**config.mk**
```make
export PLATFORM = sky130hd
export DESIGN_NAME = bffha_cell
export DESIGN_NICKNAME = d
export VERILOG_FILES = /design/src/hdl/bffha_pkg.sv /design/src/hdl/bffha_cell.sv
export SDC_FILE = /design/constraint.sdc
export NUM_CORES = 1
export LEC_CHECK = 0
export BUFFER_PORTS_ARGS = -buffer_cell sky130_fd_sc_hd__buf_2
export CORE_ASPECT_RATIO = 1.25
export CORE_MARGIN = 2
export CORE_UTILIZATION = 44
export DETAILED_ROUTE_END_ITERATION = 6
export GPL_ROUTABILITY_DRIVEN = 0
export PLACE_DENSITY = 0.87
export SYNTH_ARGS = -nofsm -noshare
export SYNTH_HDL_FRONTEND = slang
export SYNTH_SLANG_ARGS = --single-unit
```
**constraint.sdc**
```tcl
create_clock -name clk -period 3.9 [get_ports clk]
set_input_delay 0.39 -clock clk [delete_from_list [all_inputs] [get_ports clk]]
set_output_delay 0.39 -clock clk [all_outputs]
set_load 0.02 [all_outputs]
```
**src/hdl/bffha_pkg.sv**
```systemverilog
// ----------------------------------------------------------------------------
// bffha_pkg
// shared constants and types for the bump / first-fit heap allocator
// ----------------------------------------------------------------------------
package bffha_pkg;

  localparam int unsigned MAX_BLOCKS   = 64;
  localparam int unsigned HEADER_BYTES = 20;
  localparam int unsigned IDX_W        = $clog2(MAX_BLOCKS);
  localparam int unsigned CNT_W        = $clog2(MAX_BLOCKS + 1);

  localparam logic [2:0] ST_BUMP    = 3'd0;
  localparam logic [2:0] ST_REUSED  = 3'd1;
  localparam logic [2:0] ST_NOMEM   = 3'd2;
  localparam logic [2:0] ST_FREED   = 3'd3;
  localparam logic [2:0] ST_POPPED  = 3'd4;
  localparam logic [2:0] ST_IGNORED = 3'd5;

  localparam logic OP_ALLOC = 1'b0;
  localparam logic OP_FREE  = 1'b1;

  localparam logic CFG_HEAP_BASE  = 1'b0;
  localparam logic CFG_HEAP_BYTES = 1'b1;

  typedef enum logic [2:0] {
    S_IDLE,
    S_LOAD,
    S_SCAN,
    S_DONE,
    S_OUT
  } state_t;

  // record carried along the cell chain
  typedef struct packed {
    logic [31:0] addr;
    logic [31:0] size;
    logic        is_free;
  } rec_t;

  // control from the sequencer to every cell
  typedef struct packed {
    logic             shift;
    logic             load;
    logic             set_free;
    logic             set_used;
    logic [IDX_W-1:0] load_idx;
    rec_t             load_rec;
  } cell_ctl_t;

endpackage

```
**src/hdl/bffha_cell.sv**
```systemverilog
// ----------------------------------------------------------------------------
// bffha_cell
// one record slot of the rotating block table
// ----------------------------------------------------------------------------
module bffha_cell (
  input  logic                clk,
  input  bffha_pkg::cell_ctl_t ctl,
  input  logic [bffha_pkg::IDX_W-1:0] my_idx,
  input  logic                head,
  input  bffha_pkg::rec_t     rec_in,
  output bffha_pkg::rec_t     rec_out
);

  bffha_pkg::rec_t rec_r;
  bffha_pkg::rec_t rec_nxt;

  always_comb begin
    rec_nxt = rec_r;
    if (ctl.shift) begin
      rec_nxt = rec_in;
      if (head && ctl.set_free) begin
        rec_nxt.is_free = 1'b1;
      end
      if (head && ctl.set_used) begin
        rec_nxt.is_free = 1'b0;
      end
    end else if (ctl.load && ctl.load_idx == my_idx) begin
      rec_nxt = ctl.load_rec;
    end
  end

  always_ff @(posedge clk) begin
    rec_r <= rec_nxt;
  end

  assign rec_out = rec_r;

endmodule

```
### Word level (Yosys, flattened, before mapping)

Cells that the tools add are included.

* word-level logic and storage cells: 12
* output and inout port bits: 65
* bits of input ports: 148
* register bits: 65

* mux-type cells: 4
* equality and inequality tests: 1
* reductions and logical operators: 4

Operators by type and width (count)
* 65-bit two-way mux: 2
* 6-bit == test: 1
* 1-bit logical AND: 3
* 1-bit two-way mux: 2
* 2-bit nonzero test: 1

### Longest topological paths before layout

Gate-level depths: netlist of the first run.

* word-level depth: 4
* depth in mapped cells: 3
* mapped depth without buffers: 3

### Worst setup path after synthesis of the first run

No wires, ideal clock.

* kind: input to register
* start point: in my_idx[2] (netlist name)
* end point: reg rec_r, in the netlist rec_out[0], enable pin
* setup slack: 1217 ps
* buffers on the path: 0
* stages: 3
* data arrival time: 2257 ps
* setup time: 426 ps
* required time: 3474 ps
* path through: xor2_1 nor3_1 a41o_1

* cells in the longest elaborated chain, start to end: 3

Ends and longest elaborated chain
* from (decl): RTL line bffha_cell.sv:8 `input logic [bffha_pkg::IDX_W-1:0] my_idx,`
* 6-bit == test: RTL line bffha_cell.sv:27 `end else if (ctl.load && ctl.load_idx == my_idx) begin`
* 1-bit logical AND: RTL line bffha_cell.sv:27
* 2-bit nonzero test (no source line)
* to (signal assigned): RTL line bffha_cell.sv:33 `rec_r <= rec_nxt;`
* to (decl): RTL line bffha_cell.sv:14 `bffha_pkg::rec_t rec_r;`

No other way between the ends.
A chain may end at the register's enable or synchronous reset.

### Worst setup path in the final report of the first run

* start point: in my_idx[5] (netlist name)
* end point: reg rec_r, in the netlist rec_out[20], enable pin

The elaborated chain is that of the path after synthesis.

==> results of run 1 <==
-- worst max path at each step --
stage / from / endpoint / slack (ns) / cells past startpoint
after floorplan: my_idx[2] / rec_out[0] / 1.22 / 3
after global placement: my_idx[5] / rec_out[33] / 1.57 / 5
after detailed placement: my_idx[5] / rec_out[37] / 1.51 / 5
after CTS: my_idx[5] / rec_out[9] / 1.87 / 5
after global routing: my_idx[5] / rec_out[9] / 1.76 / 5
final: my_idx[5] / rec_out[20] / 1.87 / 5
-- logic make-up after synthesis --
logic type | synth area share
simple gates | 0.00294
xor+xnor | 0.0176
mux | 0.295
flops | 0.655
compound gates | 0.00672
buf+inv | 0.0223
-- metrics by stage --
stage / total power (uW) / util
floorplan: 1080 / -
global placement: 1220 / 0.625
detailed placement: 1230 / 0.625
CTS: 1910 / 0.662
global route: 1960 / 0.662
finish: 1890 / 0.662
-- power by group through the flow --
stage          Clock (uW)  Combinational (uW)  Sequential [uW]
2_1_floorplan           0                 109              973
3_3_place_gp            0                 344              877
3_5_place_dp            0                 352              881
4_1_cts               691                 353              867
5_1_grt               717                 370              871
6_report              671                 350              865
-- cell usage after synthesis --
master and n:
a21oi_1 2, mux2_2 26, nor2_1 1, mux2_4 39, nor3_1 1, buf_6 5, edfxtp_1 65, buf_2 2
xnor2_1 1, a41o_1 1, xor2_1 5
-- per-layer routing --
layer  vias up  routed length, um  GRT usage  share of wire
met2       111               4100      0.356           0.57
li1       1014                  -          -              -
met1       998               2550      0.186           0.35
met5         -                  0          0              0
met4         0                 76     0.0744          0.011
met3         7                460     0.0450          0.064
-- cell type report --
cell class	instances	area, um^2	share of cell area
sequential	65	1950	0.449
clock inverter	7	119	0.0274
clock buffer	9	124	0.0285
timing repair buffer	214	1080	0.248
multi-input combinational	76	961	0.221
tap	87	109	0.0251
==> impl_metrics.env, run 1 <==
export IMPL_run_status="finished, final reports clean"
export IMPL_cts_tree="yes"
export IMPL_grt_pass1_wl_um=10100
export IMPL_post_place_cells=442
export IMPL_stdcell_area_um2=4340
export IMPL_synth_cells=148
export IMPL_crit_required_ns=3.87
export IMPL_cts_htree_levels=3
export IMPL_maxSlewViolCount=0
export IMPL_max_clock_freq_mhz=494
export IMPL_critPathCaptureType="register"
export IMPL_grtUsageTotal=0.183
export IMPL_stdcell_count=458
export IMPL_synthTopCellsByArea="edfxtp_1, mux2_4, mux2_2, buf_6, xor2_1"
export IMPL_fp_dieW_um=77.6
export IMPL_core_area_um2=6570
export IMPL_grt_max_degree=40
export IMPL_dpl_hpwl_um=5680
export IMPL_cts_hold_buf=0
export IMPL_drive_gt1_frac=0.798
export IMPL_synth_top_area_frac=0.655
export IMPL_rsz0062_at_grt="no"
export IMPL_cts_path_max_buffers=2
export IMPL_fin_crit_sh=0.519
export IMPL_fin_tns_setup_ns=0
export IMPL_yosysWarnings=0
export IMPL_mappedNetlistArea_um2=2980
export IMPL_cap_violations=0
export IMPL_cts_resized=0
export IMPL_preCtsSetupSlack_ns=1.51
export IMPL_power_frac_clock=0.356
export IMPL_cpMaxStageDelayCell="a41o_2"
export IMPL_portBuffers=212
export IMPL_whs_path_depth=2
export IMPL_ant_nets=0
export IMPL_path_buf_inv=2
export IMPL_seq_area_frac_synth=0.655
export IMPL_clk_pin_slew_ns=0.07
export IMPL_initial_core_util=0.454
export IMPL_final_nets=514
export IMPL_power_frac_seq=0.459
export IMPL_n_antenna_cell=0
export IMPL_worst_pin_slew_ns=0.633
export IMPL_p_comb_frac=0.185
export IMPL_p_int_uw=1440
export IMPL_hold_class="primary input to register"
export IMPL_crit_type="primary input to register"
export IMPL_hold_violations=0
export IMPL_hp_start="ctl[53]"
export IMPL_row_count=33
export IMPL_path_cells="buf_2 -> xor2_1 -> nor3_1 -> a41o_2 -> buf_4"
export IMPL_die_area_um2=7450
export IMPL_synth_avg_cell_area_um2=20.1
export IMPL_fillers=491
export IMPL_numCtsBuffers=9
export IMPL_wl_um=7180
export IMPL_syn_nets=296
export IMPL_die_y_um=96.0
export IMPL_viasPerCell=4.65
export IMPL_relSlewSlack=0.578
export IMPL_yosys_cell_types_count=11
export IMPL_antenna_found_initial=1
export IMPL_syn_to_final_growth_pct=45.8
export IMPL_root_buffer="clkbuf_8"
export IMPL_largest_reg_flops=65
export IMPL_drc=0
export IMPL_startpoint_type="primary input"
export IMPL_cp_slowest_stage_delay_ns=0.61
export IMPL_synth_area_leader_cell="edfxtp_1"
export IMPL_hold_ws_ns=0.359
export IMPL_period_needed_ns=2.03
export IMPL_crit_path_max_fanout=38
export IMPL_first_global_vias=2085
export IMPL_place_area_um2=4100
export IMPL_post_drt_wl_per_cell_um=15.7
export IMPL_layout_commonest_cell="buf_2"
export IMPL_postCtsSetupBuffers=0
export IMPL_grt_overflow=0
export IMPL_ys_ff_latch=65
export IMPL_crit_family="buffers and inverters"
export IMPL_max_vdd_ir_drop_mv=0.257
export IMPL_p_sw_uw=447
export IMPL_mostFrequentLayoutCells="buf_2, edfxtp_1, mux2_4, mux2_2, clkbuf_8"
export IMPL_layout_setup_ws_ns=1.87
export IMPL_firstDrtPassIters=4
export IMPL_arrival_ns=1.99
export IMPL_p_sw_frac=0.237
export IMPL_cts_sinks=65
export IMPL_vias=2130
export IMPL_min_to="rec_out[53]"
export IMPL_power_leakage_uw=0.00205
export IMPL_power_density_nw_per_um2=434
export IMPL_first_iter_violations=69
export IMPL_setup_viol=0
export IMPL_pin_count=213
Note: power is estimated with default switching activity, not from simulation.
==> run 2, diff against run 1 <==
--- a/config.mk
+++ b/config.mk
@@ -8,10 +8,10 @@
 export BUFFER_PORTS_ARGS = -buffer_cell sky130_fd_sc_hd__buf_2
 export CORE_ASPECT_RATIO = 1.25
 export CORE_MARGIN = 2
-export CORE_UTILIZATION = 44
+export CORE_UTILIZATION = 37
 export DETAILED_ROUTE_END_ITERATION = 6
 export GPL_ROUTABILITY_DRIVEN = 0
-export PLACE_DENSITY = 0.87
+export PLACE_DENSITY = 0.78
 export SYNTH_ARGS = -nofsm -noshare
 export SYNTH_HDL_FRONTEND = slang
 export SYNTH_SLANG_ARGS = --single-unit
==> constraint.sdc (replaced) <==
create_clock -name clk -period 1.65 [get_ports clk]
set_input_delay 0.165 -clock clk [delete_from_list [all_inputs] [get_ports clk]]
set_output_delay 0.165 -clock clk [all_outputs]
set_load 0.02 [all_outputs]
==> run 2 against run 1 <==
  * Clock power rose by 110%
  * Combinational power rose by 140%
  * Cell area rose by 1.8%
  * Clock-buffer cell count did not move
  * Wire length fell by 4.8%
  * Utilization fell by 9.4 points
  * Total power rose by 130%
  * Flip-flop and latch count did not move
  * Sequential share of layout area fell by 0.78 points
  * Largest cell class unchanged
==> impl_metrics.env, run 2 (same netlist as run 1, synthesis figures left out) <==
export IMPL_fin_crit_sh=0.682
export IMPL_stdcell_count=473
export IMPL_power_density_nw_per_um2=974
export IMPL_startpoint_type="primary input"
export IMPL_grt_overflow=0
export IMPL_setup_viol=0
export IMPL_fin_tns_setup_ns=0
export IMPL_antenna_found_initial=0
export IMPL_postCtsSetupBuffers=0
export IMPL_numCtsBuffers=9
export IMPL_layout_setup_ws_ns=0.524
export IMPL_n_antenna_cell=0
export IMPL_cts_path_max_buffers=2
export IMPL_arrival_ns=1.15
export IMPL_stdcell_area_um2=4420
export IMPL_drive_gt1_frac=0.796
export IMPL_preCtsSetupSlack_ns=0.171
export IMPL_syn_to_final_growth_pct=48.4
export IMPL_crit_path_max_fanout=37
export IMPL_cts_resized=0
export IMPL_viasPerCell=4.55
export IMPL_largest_reg_flops=65
export IMPL_cts_hold_buf=0
export IMPL_grt_pass1_wl_um=10400
export IMPL_max_clock_freq_mhz=888
export IMPL_maxSlewViolCount=0
export IMPL_firstDrtPassIters=3
export IMPL_first_iter_violations=54
export IMPL_hold_violations=0
export IMPL_core_area_um2=7790
export IMPL_initial_core_util=0.382
export IMPL_wl_um=6840
export IMPL_layout_commonest_cell="buf_2"
export IMPL_pin_count=213
export IMPL_crit_type="primary input to register"
export IMPL_portBuffers=212
export IMPL_crit_required_ns=1.68
export IMPL_post_drt_wl_per_cell_um=14.5
export IMPL_whs_path_depth=2
export IMPL_place_area_um2=4210
export IMPL_rsz0062_at_grt="no"
export IMPL_ant_nets=0
export IMPL_power_leakage_uw=0.00209
export IMPL_die_area_um2=8790
export IMPL_cts_htree_levels=3
export IMPL_min_to="rec_out[23]"
export IMPL_post_place_cells=457
export IMPL_row_count=36
export IMPL_cap_violations=0
export IMPL_max_vdd_ir_drop_mv=0.658
export IMPL_clk_pin_slew_ns=0.07
export IMPL_hp_start="ctl[23]"
export IMPL_critPathCaptureType="register"
export IMPL_dpl_hpwl_um=5530
export IMPL_grtUsageTotal=0.155
export IMPL_drc=0
export IMPL_cts_sinks=65
export IMPL_cts_tree="yes"
export IMPL_first_global_vias=2239
export IMPL_final_nets=521
export IMPL_fp_dieW_um=84.2
export IMPL_relSlewSlack=0.804
export IMPL_root_buffer="clkbuf_8"
export IMPL_hold_ws_ns=0.122
export IMPL_grt_max_degree=38
export IMPL_mostFrequentLayoutCells="buf_2, edfxtp_1, mux2_4, mux2_2, clkbuf_8"
export IMPL_vias=2153
export IMPL_die_y_um=104
export IMPL_hold_class="primary input to register"
export IMPL_run_status="finished, final reports clean"
export IMPL_worst_pin_slew_ns=0.294
export IMPL_period_needed_ns=1.13
-- run 2: routing by layer --
metal | global-route usage | vias to the layer above | part of all wire
met5 | 0 | - | 0
met4 | 0.113 | 0 | 0.038
met3 | 0.0444 | 19 | 0.086
met2 | 0.266 | 128 | 0.52
met1 | 0.159 | 980 | 0.36
li1 | - | 1026 | -
-- run 2: critical path, cell delays in order --
cell	delay, ns
buf_2	0.10
xor2_1	0.15
nor3_1	0.22
a41o_4	0.28
buf_12	0.21
-- run 2: worst max path at each step --
stage,startpoint,to,slack (ns)
2_1_floorplan,my_idx[2],rec_out[0],0.10
3_3_place_gp,my_idx[2],rec_out[52],0.19
3_5_place_dp,my_idx[2],rec_out[45],0.17
4_1_cts,my_idx[2],rec_out[15],0.54
5_1_grt,my_idx[2],rec_out[15],0.51
6_report,my_idx[2],rec_out[15],0.52
-- run 2: through the flow --
step                      total power (uW)  utilization
after floorplan                       2560            -
after global placement                2910        0.540
after CTS                             4370        0.567
final                                 4310        0.567
after detailed placement              2940        0.540
after global routing                  4490        0.567
-- run 2: layout make-up --
type | count | area (um^2)
sequential | 65 | 1950
fill | 653 | 3370
clock inverter | 7 | 85.1
tap | 95 | 119
clock buffer | 9 | 124
multi-input combinational | 76 | 971
timing repair buffer | 221 | 1170
-- run 2: report_power, final --
part | internal, uW | switching (uW)
Clock | 834 | 580
Sequential | 2010 | 35.8
Combinational | 414 | 436
==> run 3, diff against run 2 <==
==> constraint.sdc (replaced) <==
create_clock -name clk -period 0.91 [get_ports clk]
set_input_delay 0.091 -clock clk [delete_from_list [all_inputs] [get_ports clk]]
set_output_delay 0.091 -clock clk [all_outputs]
set_load 0.02 [all_outputs]
==> run 3 against run 2 <==
  * The run now ends with negative setup slack left
  * First-iteration DRC count up 57%
  * Sequential power up 84%
  * Final cell count up 0.42%
  * Worst setup slack worse by 0.68 ns
  * Die area unchanged
  * Global-route usage up 1.1 points
  * Utilization up 4.8 points
  * Hold slack worse by 0.077 ns
  * Combinational power up 120%
  * Cell area up 8.6%
  * Clock-buffer cell count up 3
==> impl_metrics.env, run 3 (same netlist as run 1, synthesis figures left out) <==
export IMPL_crit_start="my_idx[5]"
export IMPL_layout_commonest_cell="buf_2"
export IMPL_cts_sinks=65
export IMPL_first_global_vias=2233
export IMPL_dpl_hpwl_um=5620
export IMPL_grt_overflow=0
export IMPL_max_vdd_ir_drop_mv=0.952
export IMPL_grt_max_degree=35
export IMPL_cap_violations=0
export IMPL_vias=2193
export IMPL_violations="negative setup slack"
export IMPL_power_leakage_uw=0.00222
export IMPL_root_buffer="clkbuf_8"
export IMPL_hold_ws_ns=0.0446
export IMPL_initial_core_util=0.382
export IMPL_power_density_nw_per_um2=1650
export IMPL_clk_pin_slew_ns=0.07
export IMPL_pin_count=213
export IMPL_critPathCaptureType="register"
export IMPL_fp_dieW_um=84.2
export IMPL_drive_gt1_frac=0.797
export IMPL_rsz0062_at_grt="yes"
export IMPL_die_y_um=104
export IMPL_place_area_um2=4210
export IMPL_ant_nets=0
export IMPL_antenna_found_initial=0
export IMPL_n_antenna_cell=0
export IMPL_stdcell_area_um2=4800
export IMPL_crit_path_max_fanout=7
export IMPL_firstDrtPassIters=6
export IMPL_mostFrequentLayoutCells="buf_2, edfxtp_1, buf_6, mux2_4, mux2_2"
export IMPL_hold_class="primary input to register"
export IMPL_die_area_um2=8790
export IMPL_cts_path_max_buffers=2
export IMPL_cpMaxStageDelayCell="a41o_4"
export IMPL_viasPerCell=4.62
export IMPL_grtUsageTotal=0.166
export IMPL_run_status="finished, violations left"
export IMPL_drc=0
export IMPL_maxSlewViolCount=0
export IMPL_hold_violations=0
export IMPL_path_cells="buf_2 -> xor2_1 -> nor3_2 -> a41o_4 -> buf_6 -> buf_6"
export IMPL_cp_slowest_stage_delay_ns=0.35
export IMPL_grt_pass1_wl_um=10900
export IMPL_stdcell_count=475
export IMPL_worst_pin_slew_ns=0.214
export IMPL_first_iter_violations=85
export IMPL_final_nets=524
export IMPL_cts_htree_levels=3
export IMPL_period_needed_ns=1.06
export IMPL_cts_hold_buf=0
export IMPL_hp_start="rec_in[55]"
export IMPL_crit_type="primary input to register"
export IMPL_portBuffers=212
export IMPL_core_area_um2=7790
export IMPL_wl_um=7830
export IMPL_post_drt_wl_per_cell_um=16.5
export IMPL_numCtsBuffers=9
export IMPL_crit_required_ns=0.98
export IMPL_startpoint_type="primary input"
export IMPL_row_count=36
export IMPL_layout_setup_ws_ns=-0.151
export IMPL_setup_viol=130
export IMPL_arrival_ns=1.13
export IMPL_largest_reg_flops=65
export IMPL_relSlewSlack=0.858
export IMPL_cp_common_cell="buf_6"
export IMPL_syn_to_final_growth_pct=61.1
export IMPL_cts_tree="yes"
export IMPL_max_clock_freq_mhz=943
export IMPL_fin_crit_sh=1.17
export IMPL_post_place_cells=454
run 3: final cells by class:
type	instances	area [um^2]
clock buffer	12	135
clock inverter	3	42.5
fill	614	3000
multi-input combinational	76	976
sequential	65	1950
tap	95	119
timing repair buffer	224	1570
run 3: final timing paths:
kind	end	slack, ns	cells after the start
setup / recovery	rec_out[19]	-0.15	6
hold / removal	rec_out[55]	0.04	2
run 3: metrics by stage:
| step | setup TNS, ns | utilization | worst slack (ns) | total power (uW) |
|---|---|---|---|---|
| 6_report | -11.53 | 0.616 | -0.151 | 7910 |
| 5_1_grt | -17.06 | 0.616 | -0.194 | 8230 |
| 4_1_cts | -9.03 | 0.586 | -0.104 | 7800 |
| 3_5_place_dp | -40.49 | 0.541 | -0.468 | 5340 |
| 3_3_place_gp | -38.55 | 0.541 | -0.440 | 5290 |
| 2_1_floorplan | -35.25 | - | -0.542 | 4650 |
run 3: repair_timing:
| action | 4_1_cts | 5_1_grt |
|---|---|---|
| setup endpoints to repair | 130 | 130 |
| endpoints found under the hold margin | 0 | 0 |
| cloned | 0 | 5 |
| resized for setup | 54 | 44 |
| setup buffers | 0 | 1 |
run 3: per-layer routing:
metal | global-route usage | share of wire
met1 | 0.155 | 0.32
met2 | 0.313 | 0.59
met3 | 0.0492 | 0.071
met4 | 0.0968 | 0.023
met5 | 0 | 0
run 3: critical path: cells and delay by family:
family / cells / cell delay (ns)
XOR/XNOR: 1 / 0.17
AO/OA/AOI/OAI: 1 / 0.35
AND/OR/NAND/NOR: 1 / 0.19
buffers and inverters: 3 / 0.32
run 3: power breakdown:
part           total [uW]  switching (uW)  internal (uW)
sequential           3760             116           3640
combinational        1860             833           1030
clock                2290            1040           1250
